[config.mk]
export PLATFORM = sky130hd
export DESIGN_NAME = rss_lane
export DESIGN_NICKNAME = d
export VERILOG_FILES = /design/src/design/rss_pkg.sv /design/src/design/rss_lane.sv
export SDC_FILE = /design/constraint.sdc
export NUM_CORES = 1
export LEC_CHECK = 0
export BUFFER_PORTS_ARGS = -buffer_cell sky130_fd_sc_hd__buf_2
export CAP_MARGIN = 5
export CORE_MARGIN = 4
export CORE_UTILIZATION = 49
export CTS_BUF_LIST = sky130_fd_sc_hd__clkbuf_4 sky130_fd_sc_hd__clkbuf_8
export DETAILED_ROUTE_END_ITERATION = 10
export PLACE_DENSITY = 0.85
export RECOVER_POWER = 50
export SYNTH_ARGS = -nofsm -noshare
export SYNTH_HDL_FRONTEND = slang
export SYNTH_SLANG_ARGS = --single-unit
[constraint.sdc]
create_clock -name clock -period 4.7 [get_ports clock]
set_input_delay 0.235 -clock clock [delete_from_list [all_inputs] [get_ports clock]]
set_output_delay 0.235 -clock clock [all_outputs]
set_load 0.03 [all_outputs]
[src/design/rss_pkg.sv]
// Shared types, constants and helpers for the RGB 3x3 sharpening stream.
package rss_pkg;

   // Line and frame limits.
   localparam int MAX_LINE = 1024;
   localparam int MAX_ROWS = 4096;
   localparam int COL_W    = $clog2(MAX_LINE);
   localparam int ROW_W    = $clog2(MAX_ROWS);

   // Register fields.
   localparam int WIDTH_REG_W  = 11;
   localparam int HEIGHT_REG_W = 13;
   localparam int CSR_DATA_W   = 13;
   localparam int CSR_INDEX_W  = 2;

   localparam logic [CSR_INDEX_W-1:0] CSR_IMAGE_WIDTH  = CSR_INDEX_W'(0);
   localparam logic [CSR_INDEX_W-1:0] CSR_IMAGE_HEIGHT = CSR_INDEX_W'(1);

   localparam logic [WIDTH_REG_W-1:0]  WIDTH_RESET  = WIDTH_REG_W'(640);
   localparam logic [HEIGHT_REG_W-1:0] HEIGHT_RESET = HEIGHT_REG_W'(480);

   // Result queue.
   localparam int FIFO_DEPTH = 8;
   localparam int FIFO_PTR_W = $clog2(FIFO_DEPTH);
   localparam int FIFO_CNT_W = $clog2(FIFO_DEPTH + 1);

   typedef struct packed {
      logic [7:0] red;
      logic [7:0] green;
      logic [7:0] blue;
   } pix_type;

   // Nine taps of one channel, row major, centre at index 4.
   typedef logic [8:0][7:0] taps_type;

   typedef struct packed {
      logic             wr_en;
      logic [COL_W-1:0] addr;
      pix_type          pix;
   } lb_req_type;

   typedef struct packed {
      pix_type up;
      pix_type mid;
   } lb_rsp_type;

   typedef struct packed {
      logic             emit;
      logic [COL_W-1:0] col;
      logic [ROW_W-1:0] row;
      logic             frame_done;
   } tag_type;

   typedef struct packed {
      pix_type          pix;
      logic [COL_W-1:0] col;
      logic [ROW_W-1:0] row;
      logic             frame_done;
   } rsp_type;

   function automatic logic [WIDTH_REG_W-1:0] eff_width(input logic [WIDTH_REG_W-1:0] w);
      logic [WIDTH_REG_W-1:0] res;
      res = w;
      if (w < WIDTH_REG_W'(3)) res = WIDTH_REG_W'(3);
      else if (w > WIDTH_REG_W'(MAX_LINE)) res = WIDTH_REG_W'(MAX_LINE);
      return res;
   endfunction

   function automatic logic [HEIGHT_REG_W-1:0] eff_height(input logic [HEIGHT_REG_W-1:0] h);
      logic [HEIGHT_REG_W-1:0] res;
      res = h;
      if (h < HEIGHT_REG_W'(3)) res = HEIGHT_REG_W'(3);
      else if (h > HEIGHT_REG_W'(MAX_ROWS)) res = HEIGHT_REG_W'(MAX_ROWS);
      return res;
   endfunction

endpackage

[src/design/rss_lane.sv]
// One channel of the sharpening kernel: 9x centre minus neighbours, clamped, registered.
module rss_lane (
   input  logic              clock,
   input  rss_pkg::taps_type taps,
   output logic [7:0]        result
);

   logic [11:0]        centre9;
   logic [10:0]        ring_sum;
   logic signed [12:0] diff;
   logic [7:0]         result_in;
   logic [7:0]         result_ff;

   always_comb begin
      centre9  = {1'b0, taps[4], 3'b000} + 12'(taps[4]);
      ring_sum = '0;
      for (int k = 0; k < 9; k++) begin
         if (k != 4) ring_sum = ring_sum + 11'(taps[k]);
      end
      diff = $signed({1'b0, centre9}) - $signed({2'b00, ring_sum});
      if (diff < 13'sd0) result_in = 8'd0;
      else if (diff > 13'sd255) result_in = 8'd255;
      else result_in = diff[7:0];
   end

   always_ff @(posedge clock) begin
      result_ff <= result_in;
   end

   assign result = result_ff;

endmodule

Yosys cells after proc, flatten, opt, wreduce, memory -nomap -nowiden
Cells that the tools add are included.
{"block": "word_totals", "reg_bits": 8, "latch_bits": 0, "ram_bits": 0, "rom_bits": 0, "inputBits": 73, "out_inout_bits": 8, "wordCells": 13, "memories": 0}
{"block": "op_classes", "add_sub_neg": 9, "n_mul": 0, "n_div": 0, "n_lt_le_gt_ge": 2, "n_eq_ne": 0, "shift": 0, "n_mux": 1, "n_bitwise": 0, "reduce_logical": 0}
{"operator": "$add 11x8->11", "count": 4}
{"operator": "$gt 13x9->1 const B", "count": 1}
{"operator": "$lt 13x1->1 const B", "count": 1}
{"operator": "$sub 12x11->13", "count": 1}
{"operator": "$add 11x8->12", "count": 1}
{"operator": "$add 10x8->11", "count": 1}
{"operator": "$add 9x8->10", "count": 1}
{"operator": "$add 8x8->9", "count": 1}
{"operator": "$mux 8", "count": 1}

Longest topological paths before layout
{"block": "logic_depth", "word_depth": 10, "ltp_mapped": 16}

Worst setup path before layout
Ideal clock, no wire load.
{"block": "synth_path", "kind": "input to register", "from": "in taps[13] in the netlist's numbering", "to": "reg result_ff[0] (netlist: result[0])", "t_arrival_ps": 4407, "t_required_ps": 4558, "setup_slack_ps": 151, "path_stages": 14, "path_cell_list": "inv_1 fa_1 fa_1 fa_1 fa_1 inv_1 fa_1 inv_1 ha_1 a21oi_4 nor2b_2 or4_4 a32oi_2 a31oi_1"}
{"block": "synth_via", "elab_chain_cells": 10, "word_cells_on_any_way": 11}
{"item": "start, declared", "line": "rss_lane.sv:4", "source": "input rss_pkg::taps_type taps,"}
{"item": "$add 8x8->9 *", "line": "rss_lane.sv:18", "source": "if (k != 4) ring_sum = ring_sum + 11'(taps[k]);"}
{"item": "$add 9x8->10 *", "line": "rss_lane.sv:18"}
{"item": "$add 10x8->11 *", "line": "rss_lane.sv:18"}
{"item": "$add 11x8->11 * (4 in series)", "line": "rss_lane.sv:18"}
{"item": "$sub 12x11->13 *", "line": "rss_lane.sv:20", "source": "diff = $signed({1'b0, centre9}) - $signed({2'b00, ring_sum});"}
{"item": "$gt 13x9->1", "line": "rss_lane.sv:22", "source": "else if (diff > 13'sd255) result_in = 8'd255;"}
{"item": "$mux 8", "line": "rss_lane.sv:22"}
{"item": "end signal, assigned", "line": "rss_lane.sv:27", "source": "result_ff <= result_in;"}
{"item": "end, declared", "line": "rss_lane.sv:12", "source": "logic [7:0] result_ff;"}
Mark *: on every way between the ends. The rest lies on a longest branch, timed or not.
A chain may end at the register's enable or synchronous reset.

Worst setup path after layout
{"block": "layout_path", "from": "in taps[45] in the netlist's numbering", "to": "reg result_ff[7] (netlist: result[7])"}
{"block": "layout_via", "elab_chain_cells": 7, "word_cells_on_any_way": 8}
{"item": "$add 11x8->11 * (4 in series)", "line": "rss_lane.sv:18"}
{"item": "$sub 12x11->13 *", "line": "rss_lane.sv:20"}
{"item": "$gt 13x9->1", "line": "rss_lane.sv:22"}
{"item": "$mux 8", "line": "rss_lane.sv:22"}
Marked as above.

==> tab_implementation.tex <==
\begin{tabular}{lr}
\hline
Metric & Value \\
\hline
\multicolumn{2}{l}{\textbf{Critical path}} \\
Largest fanout on the critical path & 6 \\
Startpoint type of the worst setup path & primary input \\
Kind of cell adding the most delay to the critical path & adder cells \\
CP max stage cell & sky130\_fd\_sc\_hd\_\_fa\_1 \\
Setup CP Type & in -> reg \\
Buffers \& Inverters on Critical Path & 5 \\
Critical Path RT & roughly 4.8 ns \\
CP endpoint kind & register \\
Maximum cell stage delay along the critical path & 0.55 ns \\
Critical-path cell list & buf\_2, fa\_1, inv\_1, fa\_1, fa\_1, fa\_1, inv\_1, fa\_1, inv\_1, ha\_1, a21oi\_4, nor2b\_2, buf\_4, or4\_2, a21oi\_1, a31oi\_1 \\
Crit path top cell by count & sky130\_fd\_sc\_hd\_\_fa\_1 \\
Arrival @ worst endpoint & 4.57 ns \\
\multicolumn{2}{l}{\textbf{Placed design}} \\
Buffers added on ports & 80 \\
Routability congestion estimate & 0.817 \\
Sum of net half-perimeters after detailed placement & 5100 um \\
Pre-CTS setup slack & -0.0130 ns \\
\multicolumn{2}{l}{\textbf{GRT}} \\
Overall global routing resource usage & between 10\% and 20\% \\
First-pass GRT wire length & 8980 um \\
Met1 GRT Util & 20.7\% \\
Number of antenna violations at the first check in global routing & 0 \\
Pin count of the biggest net entering global routing & 11 \\
Busiest metal layer after global routing & met2 \\
Number of global-route vias before repair & 2180 \\
Total congestion overflow & 0 \\
Met3 GRT Util & 1.88\% \\
Met2 capacity usage during global routing & 33.7\% \\
\multicolumn{2}{l}{\textbf{Layout}} \\
Final Net Count & approximately 530 \\
Area Growth Syn to Fin & 23.6\% \\
Fraction of the core area covered by cells at the end of the flow & 62.9\% \\
Diode insertion count for antenna repair & 0 \\
Fillers & 458 \\
Layout cell share with drive strength beyond 1 & 27.1\% \\
Largest register FFs & 8 \\
\multicolumn{2}{l}{\textbf{Route}} \\
Iteration count of the initial detailed-routing pass & 4 \\
Total Wirelength & 5380 um \\
Routed wire length per instance & 12.3 um \\
DRC violations left & 0 \\
Detail Route Antenna Nets & 0 \\
Number of DRC markers in iteration 0 & 43 \\
Detailed-route via count & $\sim$2100 \\
Via density per instance & 4.75 \\
\multicolumn{2}{l}{\textbf{Synthesis}} \\
Top cells by instance count after synthesis & sky130\_fd\_sc\_hd\_\_inv\_1 (98), sky130\_fd\_sc\_hd\_\_fa\_1 (62), sky130\_fd\_sc\_hd\_\_ha\_1 (23) \\
Proportion of netlist area held by the largest area contributor & 47.5\% \\
Count of different cell masters after synthesis & 40 \\
Syn\_nets & 432 \\
Share of the yosys chip area belonging to registers & 6.12\% \\
Top area cells in the synthesized netlist & sky130\_fd\_sc\_hd\_\_fa\_1 (47\%), sky130\_fd\_sc\_hd\_\_inv\_1 (14\%), sky130\_fd\_sc\_hd\_\_ha\_1 (11\%), sky130\_fd\_sc\_hd\_\_dfxtp\_1 (6.1\%), sky130\_fd\_sc\_hd\_\_a21oi\_1 (1.9\%) \\
Post-synthesis sequential element count & 8 \\
Synth Warn \# & 0 \\
Async SR Flop Fraction & 0\% \\
Average footprint of a synthesized cell & 9.54 sq um \\
Synth Cell Area & about 0.0026 sq mm \\
Post-Synthesis Cells & approximately 270 \\
Number of enable flip-flop cells after synthesis & 0 \\
Most area-hungry cell type in the Yosys netlist & sky130\_fd\_sc\_hd\_\_fa\_1 \\
Main flop type after synthesis & sky130\_fd\_sc\_hd\_\_dfxtp\_1 \\
Most frequent cell after synthesis & sky130\_fd\_sc\_hd\_\_inv\_1 \\
\multicolumn{2}{l}{\textbf{CTS}} \\
Num Clock Sinks & 8 \\
Worst-case clock buffer depth & 2 \\
Number of buffers inserted during clock tree synthesis & 3 \\
CTS root buffer & sky130\_fd\_sc\_hd\_\_clkbuf\_8 \\
PostCTS Resize Cnt & 0 \\
Clock slew at reported path FFs & 0.04 ns \\
TritonCTS clock tree & done \\
Number of hold-repair buffers added at the cts stage & 0 \\
Htree depth & 1 \\
Setup fix buffers added after clock tree synthesis & 0 \\
\multicolumn{2}{l}{\textbf{STA}} \\
Number of hold violations in the final report & 0 \\
Unrepaired setup endpoints after global routing & false \\
Setup\_tns & 0 ns \\
Least setup slack across all paths after layout & $\sim$0.23 ns \\
Actual slew at the worst max-slew pin & 0.376 ns \\
Max Freq & 224 MHz \\
Final worst-path cycle share & $\sim$95\% \\
Count of final max-slew check failures & 0 \\
Setup violations, final & 0 \\
Hold slack final & 0.554 ns \\
Max transition margin & 75.1\% \\
Final critical delay including setup and external delays & approximately 4.5 ns \\
\multicolumn{2}{l}{\textbf{Die}} \\
DIE AREA & between 0.006 and 0.007 sq mm \\
Starting density of the core & between 50\% and 60\% \\
Standard cell core area & 0.00514 sq mm \\
Floorplan die width & 81.1 um \\
Die height & approximately 81 um \\
IO Pins & 81 \\
Row Count & 26 \\
\multicolumn{2}{l}{\textbf{Run}} \\
Number of max-capacitance violations reported & 0 \\
\multicolumn{2}{l}{\textbf{Min path}} \\
Worst min-delay path category & in -> reg \\
\multicolumn{2}{l}{\textbf{Status}} \\
Result of the run & complete, no violations \\
\hline
\end{tabular}
[layer usage]
metal,routed length (um),vias to the layer above
met5,0,-
met4,21,0
met3,261,5
met2,3040,53
met1,2060,1001
li1,-,1026
[per-stage QoR]
stage          cell area, sq um  std cells
2_1_floorplan              2620        274
6_report                   3230        439
5_1_grt                    3230        439
4_1_cts                    3240        439
3_3_place_gp               3200        436
3_5_place_dp               3200        436
[logic make-up after synthesis]
logic type | after synthesis | synth area share [%]
compound gates | 43 | 11.8
xor+xnor | 7 | 2.34
fa+ha+maj | 85 | 58.5
buf+inv | 99 | 14.3
flops | 8 | 6.12
mux | 2 | 0.861
simple gates | 30 | 6.17
[placed cells by master, fill, tap and decap left out, types with 2 or more instances in the layout]
cell,netlist,final
sky130_fd_sc_hd__nor2b_1,3,3
sky130_fd_sc_hd__o211ai_1,3,3
sky130_fd_sc_hd__dfxtp_1,8,8
sky130_fd_sc_hd__a211oi_2,1,2
sky130_fd_sc_hd__xor2_1,4,4
sky130_fd_sc_hd__xnor2_1,3,3
sky130_fd_sc_hd__o21ai_0,5,5
sky130_fd_sc_hd__clkbuf_1,0,8
sky130_fd_sc_hd__and3_1,2,2
sky130_fd_sc_hd__nand3_1,4,4
sky130_fd_sc_hd__inv_1,98,98
sky130_fd_sc_hd__mux2_2,2,2
sky130_fd_sc_hd__nand2_1,4,4
sky130_fd_sc_hd__nor2_1,10,10
sky130_fd_sc_hd__fa_1,62,62
sky130_fd_sc_hd__buf_4,0,13
sky130_fd_sc_hd__clkbuf_8,0,3
sky130_fd_sc_hd__a31oi_1,8,8
sky130_fd_sc_hd__buf_2,1,72
sky130_fd_sc_hd__ha_1,23,23
sky130_fd_sc_hd__a21oi_1,10,10
[path summary, 6_finish.rpt]
path | start | end | slack [ns] | depth (start not counted)
worst max-delay path | taps[45] | result[7]$_SDFF_PN0_ | 0.23 | 16
worst min-delay path | taps[32] | result[0]$_SDFF_PN0_ | 0.55 | 4
[final cells by class]
class / instances / area, sq um / area share, %
timing repair buffer: 93 / 488 / 15.1
tap: 70 / 87.6 / 2.71
sequential: 8 / 160 / 4.95
inverter: 98 / 368 / 11.4
clock buffer: 3 / 41.3 / 1.28
multi-input combinational: 167 / 2090 / 64.6
Power is left out: the tool's default activity adds up to more than one toggle a clock period on the data nets, which glitch-free logic cannot reach.
